===== config.mk =====
export PLATFORM = sky130hd
export DESIGN_NAME = block_mean_square_stats_8x8_flat
export DESIGN_NICKNAME = d
export VERILOG_FILES = /design/src/rtl/bmss_pkg.sv /design/src/rtl/bmss_row_if.sv /design/src/rtl/bmss_stats_if.sv /design/src/rtl/bmss_row_sum.sv /design/src/rtl/bmss_acc_bank.sv /design/src/rtl/block_mean_square_stats_8x8.sv /design/src/flat_wrapper.sv
export SDC_FILE = /design/constraint.sdc
export NUM_CORES = 1
export LEC_CHECK = 0
export BUFFER_PORTS_ARGS = -buffer_cell sky130_fd_sc_hd__clkbuf_2
export CAP_MARGIN = 40
export CORE_AREA = 2 2 179 224
export CTS_BUF_LIST = sky130_fd_sc_hd__clkbuf_4 sky130_fd_sc_hd__clkbuf_8 sky130_fd_sc_hd__clkbuf_16
export DETAILED_ROUTE_END_ITERATION = 10
export DIE_AREA = 0 0 181 226
export GPL_TIMING_DRIVEN = 0
export PLACE_DENSITY = 0.9
export SETUP_SLACK_MARGIN = 0.4
export SYNTH_ARGS = -nofsm -noshare
export SYNTH_HDL_FRONTEND = slang
export SYNTH_SLANG_ARGS = --single-unit

===== constraint.sdc =====
create_clock -name clk -period 24.1 [get_ports clk]
set_clock_uncertainty 0.1 [all_clocks]
set_input_delay 1.205 -clock clk [delete_from_list [all_inputs] [get_ports clk]]
set_output_delay 1.205 -clock clk [all_outputs]
set_load 0.02 [all_outputs]

===== src/rtl/bmss_pkg.sv =====
// Package for the 8x8 block mean / mean-of-squares statistics unit.
// Widths, shifts, saturation limits and shared types. No dependencies.

package bmss_pkg;

    localparam int PIX_W         = 8;
    localparam int PIX_PER_ROW   = 8;
    localparam int BLK_W         = 2;

    // one row: 8 * 255 and 8 * 255^2
    localparam int ROW_SUM_W     = 11;
    localparam int ROW_SQ_W      = 19;

    localparam int PSUM_W        = 13;
    localparam int SQSUM_W       = 21;

    localparam int MEAN_SHIFT    = 3;
    localparam int SQUARE_SHIFT  = 11;
    localparam int MEAN_W        = PSUM_W + MEAN_SHIFT;
    localparam int SQUARE_W      = SQSUM_W + SQUARE_SHIFT;

    localparam logic [PSUM_W-1:0]  PSUM_MAX  = '1;
    localparam logic [SQSUM_W-1:0] SQSUM_MAX = '1;

    localparam int DEFAULT_BLOCK_COUNT = 4;

    typedef logic [PIX_PER_ROW-1:0][PIX_W-1:0] pix_row_t;

    // accumulator bank request from the input stage
    typedef struct packed {
        logic             en;
        logic [BLK_W-1:0] blk;
        logic             last;
    } acc_req_t;

endpackage


===== src/rtl/bmss_row_if.sv =====
// Input channel: one 8-pixel row segment with block index and last-row mark.
// Depends on bmss_pkg.

interface bmss_row_if;
    logic                            valid;
    logic                            ready;
    logic [bmss_pkg::PIX_W-1:0]      pixel_0;
    logic [bmss_pkg::PIX_W-1:0]      pixel_1;
    logic [bmss_pkg::PIX_W-1:0]      pixel_2;
    logic [bmss_pkg::PIX_W-1:0]      pixel_3;
    logic [bmss_pkg::PIX_W-1:0]      pixel_4;
    logic [bmss_pkg::PIX_W-1:0]      pixel_5;
    logic [bmss_pkg::PIX_W-1:0]      pixel_6;
    logic [bmss_pkg::PIX_W-1:0]      pixel_7;
    logic [bmss_pkg::BLK_W-1:0]      block_index;
    logic                            last_row;

    modport source (
        output valid, pixel_0, pixel_1, pixel_2, pixel_3,
               pixel_4, pixel_5, pixel_6, pixel_7, block_index, last_row,
        input  ready
    );

    modport sink (
        input  valid, pixel_0, pixel_1, pixel_2, pixel_3,
               pixel_4, pixel_5, pixel_6, pixel_7, block_index, last_row,
        output ready
    );
endinterface


===== src/rtl/bmss_stats_if.sv =====
// Output channel: scaled pixel sum and square sum of one finished block.
// Depends on bmss_pkg.

interface bmss_stats_if;
    logic                            valid;
    logic                            ready;
    logic [bmss_pkg::BLK_W-1:0]      block_out;
    logic [bmss_pkg::MEAN_W-1:0]     mean_scaled;
    logic [bmss_pkg::SQUARE_W-1:0]   square_scaled;

    modport source (
        output valid, block_out, mean_scaled, square_scaled,
        input  ready
    );

    modport sink (
        input  valid, block_out, mean_scaled, square_scaled,
        output ready
    );
endinterface


===== src/rtl/bmss_row_sum.sv =====
// Row reduction: sum of the eight pixels and sum of their squares.
// Depends on bmss_pkg.

module bmss_row_sum (
    input  bmss_pkg::pix_row_t                pix,
    output logic [bmss_pkg::ROW_SUM_W-1:0]    row_sum,
    output logic [bmss_pkg::ROW_SQ_W-1:0]     row_sq
);

    logic [2*bmss_pkg::PIX_W-1:0] sq [bmss_pkg::PIX_PER_ROW];

    always_comb
    begin
        for (int i = 0; i < bmss_pkg::PIX_PER_ROW; i++)
        begin
            sq[i] = (2*bmss_pkg::PIX_W)'(pix[i]) * (2*bmss_pkg::PIX_W)'(pix[i]);
        end
    end

    // balanced adder trees
    always_comb
    begin
        row_sum = ((bmss_pkg::ROW_SUM_W'(pix[0]) + bmss_pkg::ROW_SUM_W'(pix[1]))
                 + (bmss_pkg::ROW_SUM_W'(pix[2]) + bmss_pkg::ROW_SUM_W'(pix[3])))
                + ((bmss_pkg::ROW_SUM_W'(pix[4]) + bmss_pkg::ROW_SUM_W'(pix[5]))
                 + (bmss_pkg::ROW_SUM_W'(pix[6]) + bmss_pkg::ROW_SUM_W'(pix[7])));
        row_sq  = ((bmss_pkg::ROW_SQ_W'(sq[0]) + bmss_pkg::ROW_SQ_W'(sq[1]))
                 + (bmss_pkg::ROW_SQ_W'(sq[2]) + bmss_pkg::ROW_SQ_W'(sq[3])))
                + ((bmss_pkg::ROW_SQ_W'(sq[4]) + bmss_pkg::ROW_SQ_W'(sq[5]))
                 + (bmss_pkg::ROW_SQ_W'(sq[6]) + bmss_pkg::ROW_SQ_W'(sq[7])));
    end

endmodule


===== src/rtl/bmss_acc_bank.sv =====
// Per-block saturating accumulators for pixel sum and square sum.
// Gives the updated totals combinationally; clears a block after its last row.
// Depends on bmss_pkg.

module bmss_acc_bank #(
    parameter int BLOCK_COUNT = bmss_pkg::DEFAULT_BLOCK_COUNT
) (
    input  logic                              clk,
    input  logic                              rst_n,
    input  bmss_pkg::acc_req_t                req,
    input  logic [bmss_pkg::ROW_SUM_W-1:0]    row_sum,
    input  logic [bmss_pkg::ROW_SQ_W-1:0]     row_sq,
    output logic                              in_range,
    output logic [bmss_pkg::PSUM_W-1:0]       total_sum,
    output logic [bmss_pkg::SQSUM_W-1:0]      total_sq
);

    logic [bmss_pkg::PSUM_W-1:0]  psum_reg  [BLOCK_COUNT];
    logic [bmss_pkg::SQSUM_W-1:0] sqsum_reg [BLOCK_COUNT];

    logic [bmss_pkg::PSUM_W-1:0]  cur_sum;
    logic [bmss_pkg::SQSUM_W-1:0] cur_sq;
    logic [bmss_pkg::PSUM_W:0]    sum_wide;
    logic [bmss_pkg::SQSUM_W:0]   sq_wide;

    always_comb
    begin
        cur_sum = '0;
        cur_sq  = '0;
        for (int i = 0; i < BLOCK_COUNT; i++)
        begin
            if (int'(req.blk) == i)
            begin
                cur_sum = psum_reg[i];
                cur_sq  = sqsum_reg[i];
            end
        end
        in_range = int'(req.blk) < BLOCK_COUNT;
    end

    always_comb
    begin
        sum_wide  = (bmss_pkg::PSUM_W+1)'(cur_sum) + (bmss_pkg::PSUM_W+1)'(row_sum);
        sq_wide   = (bmss_pkg::SQSUM_W+1)'(cur_sq) + (bmss_pkg::SQSUM_W+1)'(row_sq);
        total_sum = sum_wide[bmss_pkg::PSUM_W]  ? bmss_pkg::PSUM_MAX
                                                 : sum_wide[bmss_pkg::PSUM_W-1:0];
        total_sq  = sq_wide[bmss_pkg::SQSUM_W]  ? bmss_pkg::SQSUM_MAX
                                                 : sq_wide[bmss_pkg::SQSUM_W-1:0];
    end

    always_ff @(posedge clk or negedge rst_n)
    begin
        if (!rst_n)
        begin
            for (int i = 0; i < BLOCK_COUNT; i++)
            begin
                psum_reg[i]  <= '0;
                sqsum_reg[i] <= '0;
            end
        end
        else if (req.en)
        begin
            for (int i = 0; i < BLOCK_COUNT; i++)
            begin
                if (int'(req.blk) == i)
                begin
                    psum_reg[i]  <= req.last ? '0 : total_sum;
                    sqsum_reg[i] <= req.last ? '0 : total_sq;
                end
            end
        end
    end

endmodule


===== src/rtl/block_mean_square_stats_8x8.sv =====
// Top level of the 8x8 block mean / mean-of-squares statistics unit.
// Depends on bmss_pkg, bmss_row_if, bmss_stats_if, bmss_row_sum, bmss_acc_bank.
//
//   channel    | dir | transaction
//   -----------+-----+-----------------------------------------------------
//   row_in     | in  | 8 pixels, block_index, last_row
//   stats_out  | out | block_out, mean_scaled (sum<<3), square_scaled (sq<<11)
//
// One row per cycle while no result is stalled. Path: input register, then
// squares, adder tree and saturating accumulate into the output register.
// Rows that give no result never wait on stats_out. Reset clears all
// accumulators at once. A stalled result holds the input stage only when that
// stage holds a last row.

module block_mean_square_stats_8x8 #(
    parameter int BLOCK_COUNT = bmss_pkg::DEFAULT_BLOCK_COUNT
) (
    input  logic           clk,
    input  logic           rst_n,
    bmss_row_if.sink       row_in,
    bmss_stats_if.source   stats_out
);

    logic                          s1_valid_reg;
    bmss_pkg::pix_row_t            s1_pix_reg;
    logic [bmss_pkg::BLK_W-1:0]    s1_blk_reg;
    logic                          s1_last_reg;

    logic                          out_valid_reg;
    logic                          out_valid_next;
    logic [bmss_pkg::BLK_W-1:0]    out_blk_reg;
    logic [bmss_pkg::MEAN_W-1:0]   out_mean_reg;
    logic [bmss_pkg::SQUARE_W-1:0] out_sq_reg;

    logic [bmss_pkg::ROW_SUM_W-1:0] row_sum;
    logic [bmss_pkg::ROW_SQ_W-1:0]  row_sq;
    logic                           in_range;
    logic [bmss_pkg::PSUM_W-1:0]    total_sum;
    logic [bmss_pkg::SQSUM_W-1:0]   total_sq;
    bmss_pkg::acc_req_t             acc_req;

    logic s1_has_result;
    logic out_free;
    logic s1_advance;
    logic in_xfer;

    assign s1_has_result = s1_valid_reg && s1_last_reg && in_range;
    assign out_free      = !out_valid_reg || stats_out.ready;
    assign s1_advance    = s1_valid_reg && (!s1_has_result || out_free);
    assign row_in.ready  = !s1_valid_reg || s1_advance;
    assign in_xfer       = row_in.valid && row_in.ready;

    always_comb
    begin
        acc_req.en   = s1_advance && in_range;
        acc_req.blk  = s1_blk_reg;
        acc_req.last = s1_last_reg;
    end

    bmss_row_sum u_row_sum (
        .pix     (s1_pix_reg),
        .row_sum (row_sum),
        .row_sq  (row_sq)
    );

    bmss_acc_bank #(
        .BLOCK_COUNT (BLOCK_COUNT)
    ) u_acc_bank (
        .clk       (clk),
        .rst_n     (rst_n),
        .req       (acc_req),
        .row_sum   (row_sum),
        .row_sq    (row_sq),
        .in_range  (in_range),
        .total_sum (total_sum),
        .total_sq  (total_sq)
    );

    // input stage
    always_ff @(posedge clk or negedge rst_n)
    begin
        if (!rst_n)
        begin
            s1_valid_reg <= 1'b0;
        end
        else if (row_in.ready)
        begin
            s1_valid_reg <= row_in.valid;
        end
    end

    always_ff @(posedge clk)
    begin
        if (in_xfer)
        begin
            s1_pix_reg <= {row_in.pixel_7, row_in.pixel_6, row_in.pixel_5, row_in.pixel_4,
                           row_in.pixel_3, row_in.pixel_2, row_in.pixel_1, row_in.pixel_0};
            s1_blk_reg  <= row_in.block_index;
            s1_last_reg <= row_in.last_row;
        end
    end

    // output register
    always_comb
    begin
        if (s1_advance && s1_has_result)
        begin
            out_valid_next = 1'b1;
        end
        else if (stats_out.ready)
        begin
            out_valid_next = 1'b0;
        end
        else
        begin
            out_valid_next = out_valid_reg;
        end
    end

    always_ff @(posedge clk or negedge rst_n)
    begin
        if (!rst_n)
        begin
            out_valid_reg <= 1'b0;
        end
        else
        begin
            out_valid_reg <= out_valid_next;
        end
    end

    always_ff @(posedge clk)
    begin
        if (s1_advance && s1_has_result)
        begin
            out_blk_reg  <= s1_blk_reg;
            out_mean_reg <= {total_sum, bmss_pkg::MEAN_SHIFT'(0)};
            out_sq_reg   <= {total_sq, bmss_pkg::SQUARE_SHIFT'(0)};
        end
    end

    assign stats_out.valid         = out_valid_reg;
    assign stats_out.block_out     = out_blk_reg;
    assign stats_out.mean_scaled   = out_mean_reg;
    assign stats_out.square_scaled = out_sq_reg;

endmodule


===== src/flat_wrapper.sv =====
// flat-port wrapper written by rule: the top's interface ports become plain ports
module block_mean_square_stats_8x8_flat 
#(
    parameter int BLOCK_COUNT = bmss_pkg::DEFAULT_BLOCK_COUNT
)
  (clk, rst_n, row_in_valid, row_in_pixel_0, row_in_pixel_1, row_in_pixel_2, row_in_pixel_3, row_in_pixel_4, row_in_pixel_5, row_in_pixel_6, row_in_pixel_7, row_in_block_index, row_in_last_row, row_in_ready, stats_out_valid, stats_out_block_out, stats_out_mean_scaled, stats_out_square_scaled, stats_out_ready);
  bmss_row_if row_in_i ();
  bmss_stats_if stats_out_i ();
  input  logic clk;
  input  logic rst_n;
  input wire logic [$bits(row_in_i.valid)-1:0] row_in_valid;
  input wire logic [$bits(row_in_i.pixel_0)-1:0] row_in_pixel_0;
  input wire logic [$bits(row_in_i.pixel_1)-1:0] row_in_pixel_1;
  input wire logic [$bits(row_in_i.pixel_2)-1:0] row_in_pixel_2;
  input wire logic [$bits(row_in_i.pixel_3)-1:0] row_in_pixel_3;
  input wire logic [$bits(row_in_i.pixel_4)-1:0] row_in_pixel_4;
  input wire logic [$bits(row_in_i.pixel_5)-1:0] row_in_pixel_5;
  input wire logic [$bits(row_in_i.pixel_6)-1:0] row_in_pixel_6;
  input wire logic [$bits(row_in_i.pixel_7)-1:0] row_in_pixel_7;
  input wire logic [$bits(row_in_i.block_index)-1:0] row_in_block_index;
  input wire logic [$bits(row_in_i.last_row)-1:0] row_in_last_row;
  output wire logic [$bits(row_in_i.ready)-1:0] row_in_ready;
  output wire logic [$bits(stats_out_i.valid)-1:0] stats_out_valid;
  output wire logic [$bits(stats_out_i.block_out)-1:0] stats_out_block_out;
  output wire logic [$bits(stats_out_i.mean_scaled)-1:0] stats_out_mean_scaled;
  output wire logic [$bits(stats_out_i.square_scaled)-1:0] stats_out_square_scaled;
  input wire logic [$bits(stats_out_i.ready)-1:0] stats_out_ready;
  assign row_in_i.valid = row_in_valid;
  assign row_in_i.pixel_0 = row_in_pixel_0;
  assign row_in_i.pixel_1 = row_in_pixel_1;
  assign row_in_i.pixel_2 = row_in_pixel_2;
  assign row_in_i.pixel_3 = row_in_pixel_3;
  assign row_in_i.pixel_4 = row_in_pixel_4;
  assign row_in_i.pixel_5 = row_in_pixel_5;
  assign row_in_i.pixel_6 = row_in_pixel_6;
  assign row_in_i.pixel_7 = row_in_pixel_7;
  assign row_in_i.block_index = row_in_block_index;
  assign row_in_i.last_row = row_in_last_row;
  assign row_in_ready = row_in_i.ready;
  assign stats_out_valid = stats_out_i.valid;
  assign stats_out_block_out = stats_out_i.block_out;
  assign stats_out_mean_scaled = stats_out_i.mean_scaled;
  assign stats_out_square_scaled = stats_out_i.square_scaled;
  assign stats_out_i.ready = stats_out_ready;
  block_mean_square_stats_8x8 #(.BLOCK_COUNT(BLOCK_COUNT)) u_core (.clk(clk), .rst_n(rst_n), .row_in(row_in_i), .stats_out(stats_out_i));
endmodule

## Word-level counts from Yosys, hierarchy flattened

Index checks and enable logic that the tools add are counted.

- Flip-flop bits (word level): 241
- Input bits: 71
- Output and inout port bits: 52
- Word-level logic and storage cells: 80

- Add/subtract/negate cells: 16
- Multiply operators: 8
- Equal/unequal tests: 3
- Multiplexer cells: 14
- Reduce and logical (&&, ||, !) cells: 16

Operators by type and width:

| operator | number |
|---|---|
| $mul A8 B8 Y16 | 8 |
| $mux W21 | 6 |
| $mux W13 | 6 |
| $add A16 B16 Y17 | 4 |
| $add A17 B17 Y18 | 2 |
| $add A8 B8 Y9 | 4 |
| $add A21 B19 Y22 | 1 |
| $add A9 B9 Y10 | 2 |
| $add A18 B18 Y19 | 1 |
| $add A13 B11 Y14 | 1 |
| $add A10 B10 Y11 | 1 |
| $reduce_and A2 Y1 | 4 |
| $eq A2 B2 Y1 const B | 2 |
| $logic_and A1 B1 Y1 | 4 |
| $logic_not A1 Y1 | 3 |
| $logic_or A1 B1 Y1 | 3 |
| $eq A2 B1 Y1 const B | 1 |
| $logic_not A2 Y1 | 1 |
| $mux W1 | 2 |
| $reduce_bool A2 Y1 | 1 |

## Depth between registers and ports, before layout

- Depth in word-level cells: 8
- Depth in mapped cells: 29
- Gate-level depth less buffers: 28

## By module

A second synthesis with hierarchy kept.

- Cell total of the unflattened synthesis: 2559
- Area, all modules: 26783.2 sq um

Modules (own cells, without submodules):

| module | instances | cells an instance | area an instance (sq um) | sequential area each (sq um) |
|---|---|---|---|---|
| bmss_row_sum | 1 | 1647 | 15934.0 | 0.0 |
| bmss_acc_bank | 1 | 782 | 7528.5 | 3403.3 |
| block_mean_square_stats_8x8 | 1 | 130 | 3320.7 | 3143.0 |

## Least setup slack after synthesis

Ideal clock, no wire load.

- Path type: register to register
- Start point: register u_core.s1_pix_reg[3] (netlist bit)
- End point: register u_core.out_sq_reg (netlist bit u_core.stats_out.square_scaled[25]) (data pin)
- Setup time: 0.261 ns
- Data arrival time: 7.350 ns
- Data required time: 23.739 ns
- Path slack: 16.389 ns
- Cell stages (with the launch flop): 27
- Buffers on the path: 0
- Clock period less this slack: 7.711 ns
- Cell sequence: edfxtp_1 > inv_1 > nor2_1 > fa_1 > inv_1 > fa_1 > inv_1 > fa_1 > fa_1 > fa_1 > inv_1 > fa_1 > inv_1 > fa_1 > fa_1 > inv_1 > fa_1 > inv_1 > fa_1 > ha_1 > o211ai_1 > a21oi_1 > o211ai_1 > a21o_1 > a21o_1 > a21oi_1 > inv_1

- Cells in the longest elaborated chain, start to end: 6

RTL lines:

| what | RTL line | source |
|---|---|---|
| from (decl) | block_mean_square_stats_8x8.sv:25 | `bmss_pkg::pix_row_t s1_pix_reg;` |
| from (signal assigned) | block_mean_square_stats_8x8.sv:96 | `s1_pix_reg <= {row_in.pixel_7, row_in.pixel_6, row_in.pixel_5, row_in.pixel_4,` |
| $mul A8 B8 Y16 | bmss_row_sum.sv:16 | `sq[i] = (2*bmss_pkg::PIX_W)'(pix[i]) * (2*bmss_pkg::PIX_W)'(pix[i]);` |
| $add A16 B16 Y17 | bmss_row_sum.sv:27 | `row_sq = ((bmss_pkg::ROW_SQ_W'(sq[0]) + bmss_pkg::ROW_SQ_W'(sq[1]))` |
| $add A17 B17 Y18 | bmss_row_sum.sv:28 | `+ (bmss_pkg::ROW_SQ_W'(sq[2]) + bmss_pkg::ROW_SQ_W'(sq[3])))` |
| $add A18 B18 Y19 | bmss_row_sum.sv:29 | `+ ((bmss_pkg::ROW_SQ_W'(sq[4]) + bmss_pkg::ROW_SQ_W'(sq[5]))` |
| $add A21 B19 Y22 | bmss_acc_bank.sv:44 | `sq_wide = (bmss_pkg::SQSUM_W+1)'(cur_sq) + (bmss_pkg::SQSUM_W+1)'(row_sq);` |
| $mux W21 | bmss_acc_bank.sv:47 | `total_sq = sq_wide[bmss_pkg::SQSUM_W] ? bmss_pkg::SQSUM_MAX` |
| net u_core.total_sq, one bit | block_mean_square_stats_8x8.sv:39 | `logic [bmss_pkg::SQSUM_W-1:0] total_sq;` |
| to (signal assigned) | block_mean_square_stats_8x8.sv:138 | `out_sq_reg <= {total_sq, bmss_pkg::SQUARE_SHIFT'(0)};` |
| to (decl) | block_mean_square_stats_8x8.sv:33 | `logic [bmss_pkg::SQUARE_W-1:0] out_sq_reg;` |

The timed path passes the listed nets, and every way through them passes these cells.
A chain may end at the register's enable or synchronous reset.

## Final worst setup path

- Start point: register u_core.s1_pix_reg[24] (netlist bit)
- End point: register u_core.u_acc_bank.sqsum_reg[76] (netlist bit)

- Cells in the longest elaborated chain, start to end: 7

RTL lines:

| what | RTL line | source |
|---|---|---|
| $mul A8 B8 Y16 | bmss_row_sum.sv:16 |  |
| $add A16 B16 Y17 | bmss_row_sum.sv:28 |  |
| $add A17 B17 Y18 | bmss_row_sum.sv:28 |  |
| $add A18 B18 Y19 | bmss_row_sum.sv:29 |  |
| $add A21 B19 Y22 | bmss_acc_bank.sv:44 |  |
| $mux W21 | bmss_acc_bank.sv:47 |  |
| net u_core.total_sq, one bit | block_mean_square_stats_8x8.sv:39 |  |
| $mux W21 | bmss_acc_bank.sv:68 | `sqsum_reg[i] <= req.last ? '0 : total_sq;` |
| to (signal, indexed assignment) | bmss_acc_bank.sv:68 |  |
| to (decl) | bmss_acc_bank.sv:19 | `logic [bmss_pkg::SQSUM_W-1:0] sqsum_reg [BLOCK_COUNT];` |

The timed path passes the listed nets, and every way through them passes these cells.

==> impl_metrics.tcl <==
set metrics [dict create \
    status "finished clean" \
    syn_inst 2390 \
    cp_cell_sequence "and2_1 > inv_1 > fa_1 > fa_1 > fa_1 > inv_1 > fa_1 > fa_1 > fa_1 > fa_1 > inv_1 > fa_1 > inv_1 > fa_1 > fa_1 > ha_1 > nand3_1 > o2111ai_2 > nand4_1 > nand2_1 > nor2_1 > o21bai_1 > a22o_1" \
    cts_tree "done" \
    num_io_pins 123 \
    critical_path_class "flip-flop to flip-flop" \
    drt-pass1-iter-count 5 \
    seq_area_frac_synth 0.2476 \
    ys_ff_latch 241 \
    fin_tns_setup_ns 0 \
    synthAdderAreaFrac 0.4573 \
    drt_wl_total_um 65340 \
    yosys.area.top_type "fa_1" \
    initial_core_util 0.6793 \
    met3_length_um 4108 \
    min_period_over_period 0.3646 \
    cts_setup_buffers 0 \
    hold_path.class "flip-flop to flip-flop" \
    fin_crit_ns 8.787 \
    post_cts_resize_count 0 \
    grt_max_degree 120 \
    routed_via_density 5.799 \
    critPathTopFamily "adder cells" \
    yosys_warnings 0 \
    drcViolationCount 0 \
    synth_top_family_by_area "adder cells" \
    place.gp.congestion 0.9849 \
    crit_top_cell "fa_1" \
    clock_sinks 241 \
    setup_viol 0 \
    synth_compound_area_frac 0.04548 \
    path_clk_slew_ns 0.06 \
    clk_latency_ns 0.56 \
    synthSimpleGateAreaFrac 0.08851 \
    num_rows 81 \
    postCtsHoldBufs 0 \
    slew_headroom 0.3416 \
    clockRootBuffer "clkbuf_16" \
    cp_max_fo 13 \
    grt_setup_unrepaired "no" \
    place_hpwl_um 54100 \
    cts_max_level 1 \
    synthArstFlopShare 0.5726 \
    endpoint_kind "flip-flop" \
    synth.mux.area_fraction 0.04719 \
    met2_length_um 34090 \
    detail_route.wl_per_cell_um 21.35 \
    grt_remaining_overflow 0 \
    synthXorXnorAreaFrac 0.01060 \
    syn_to_final_growth_pct 8.363 \
    antenna_found_initial 0 \
    hold_viol_final 0 \
    die_area_um2 40910 \
    clock_path_buffers 3 \
    report.final.slew_viol_count 0 \
    tightest_slew_ns 0.9876 \
    ys_dominant_reg_cell "dfrtp_1" \
    vias 17740 \
    grt_pass1_wl_um 105900 \
    drive_gt1_frac 0.1175 \
    fp.dieW_um 181 \
    die_h_um 226 \
    highest_layer "met4" \
    numCtsBuffers 26 \
    ys_top_cells_by_area "fa_1, dfrtp_1, edfxtp_1" \
    syn_area_um2 26440 \
    grt_pass1_vias 20440 \
    first_iter_violations 1166 \
    numPortBuffers 108 \
    cp.arrival_ns 9.19 \
    slowest_stage "edfxtp_1" \
    clock.fmax_ghz 0.1138 \
    nets 3296 \
    cp.buffers_inverters 4 \
    grtUsageTotal 0.3415 \
    drtAntennaViolNets 0 \
    cp_data_required_time_ns 24.50 \
    core_area_um2 38920 \
    syn_area_per_cell_um2 11.06 \
    largest_reg_flops 84 \
    synth_edf_count 103 \
    cp-start-kind "flip-flop" \
    synth_top_area_frac 0.3574 \
    cp_slowest_stage_delay_ns 0.92 \
    synth_cell_types 60 \
    met1Wirelength_um 21880 \
    antenna_cells 0 \
    maxCapViolCount 0 \
]
-- kinds of logic after synthesis --
| logic type | count (synthesis) |
|---|---|
| buffers and inverters | 700 |
| adder cells (fa/ha/maj) | 683 |
| AND/OR/NAND/NOR | 466 |
| flip-flops | 241 |
| AO/OA/AOI/OAI | 189 |
| multiplexers | 77 |
| XOR/XNOR | 32 |
| other | 2 |
-- tightest hold or removal path: cells and delay by family (launching register included) --
family             cells  cell delay (ns)
DFF                    1             0.35
AOI/OAI and AO/OA      1             0.06
and+or+nand+nor        1             0.04
-- metrics by stage --
stage               utilization  area [um^2]  cells  setup slack (ns)  hold slack (ns)
floorplan                     -        26480   2403             16.39           0.3371
global placement         0.7104        27650   3009             15.55           0.3563
detailed placement       0.7129        27750   3012             15.43           0.3699
CTS                      0.7361        28650   3060             15.40           0.3841
global route             0.7361        28650   3060             15.02           0.3894
finish                   0.7361        28650   3060             15.31           0.3823
-- Yosys cell counts (all sizes together) (7+ instances only) --
library cell,n
fa,472
xnor2,20
nand2,181
xor2,12
dfrtp,138
a21o,14
o211ai,7
clkbuf,27
nor2b,18
edfxtp,103
nand3,15
nor2,86
mux2,41
o21ai,82
or2,12
mux4,34
and2,112
ha,211
buf,32
a22o,28
a21oi,36
inv,641
nand2b,18
-- placed cells by master (no fill, tap or decap), types with 5 or more instances in the layout --
master | Yosys | routed
a21o_1 | 14 | 14
a21oi_1 | 32 | 31
a22o_1 | 28 | 28
and2_1 | 112 | 111
and3_1 | 5 | 5
buf_2 | 12 | 12
buf_4 | 15 | 15
clkbuf_1 | 27 | 27
clkbuf_16 | 0 | 29
clkbuf_2 | 0 | 107
clkinv_2 | 0 | 6
conb_1 | 2 | 15
dfrtp_1 | 138 | 138
edfxtp_1 | 103 | 103
fa_1 | 472 | 472
ha_1 | 211 | 211
inv_1 | 641 | 641
mux2_2 | 41 | 41
mux4_2 | 34 | 34
nand2_1 | 176 | 176
nand2_2 | 5 | 5
nand2b_1 | 18 | 18
nand3_1 | 15 | 15
nor2_1 | 75 | 75
nor2_4 | 10 | 10
nor2b_1 | 18 | 18
o211ai_1 | 7 | 7
o21ai_0 | 54 | 54
o21ai_1 | 26 | 26
or2_2 | 10 | 10
xnor2_1 | 20 | 20
xor2_1 | 12 | 12
-- routing by layer --
metal / GRT usage / vias to the layer above
li1: - / 7574
met1: 0.3851 / 8991
met2: 0.6088 / 831
met3: 0.04806 / 348
met4: 0.2274 / 0
met5: 0 / -
-- final timing paths --
path	startpoint	end	slack (ns)	depth (start not counted)
min in group asynchronous	rst_n	u_core.u_acc_bank.psum_reg[3]	0.39	1
max in group asynchronous	rst_n	u_core.u_acc_bank.sqsum_reg[68]	22.67	2
min reg2reg	u_core.u_acc_bank.psum_reg[35]	u_core.u_acc_bank.psum_reg[35]	0.38	2
max	u_core.s1_pix_reg[24]	u_core.u_acc_bank.sqsum_reg[76]	15.31	23
min	u_core.u_acc_bank.psum_reg[35]	u_core.u_acc_bank.psum_reg[35]	0.38	2
max reg2reg	u_core.s1_pix_reg[24]	u_core.u_acc_bank.sqsum_reg[76]	15.31	23
-- cell type report --
cell class              instances  area (um^2)
inverters                     641         2406
clock buffers                  35        789.5
clock inverters                13        111.4
repair buffers                111        624.3
multi-input cells            1462        17230
flip-flops and latches        241         6546
well taps                     498        623.1
fillers                      2512        10270
plain buffers                  59        316.6
Power is left out: the tool's default activity adds up to more than one toggle a clock period on the data nets, which glitch-free logic cannot reach.
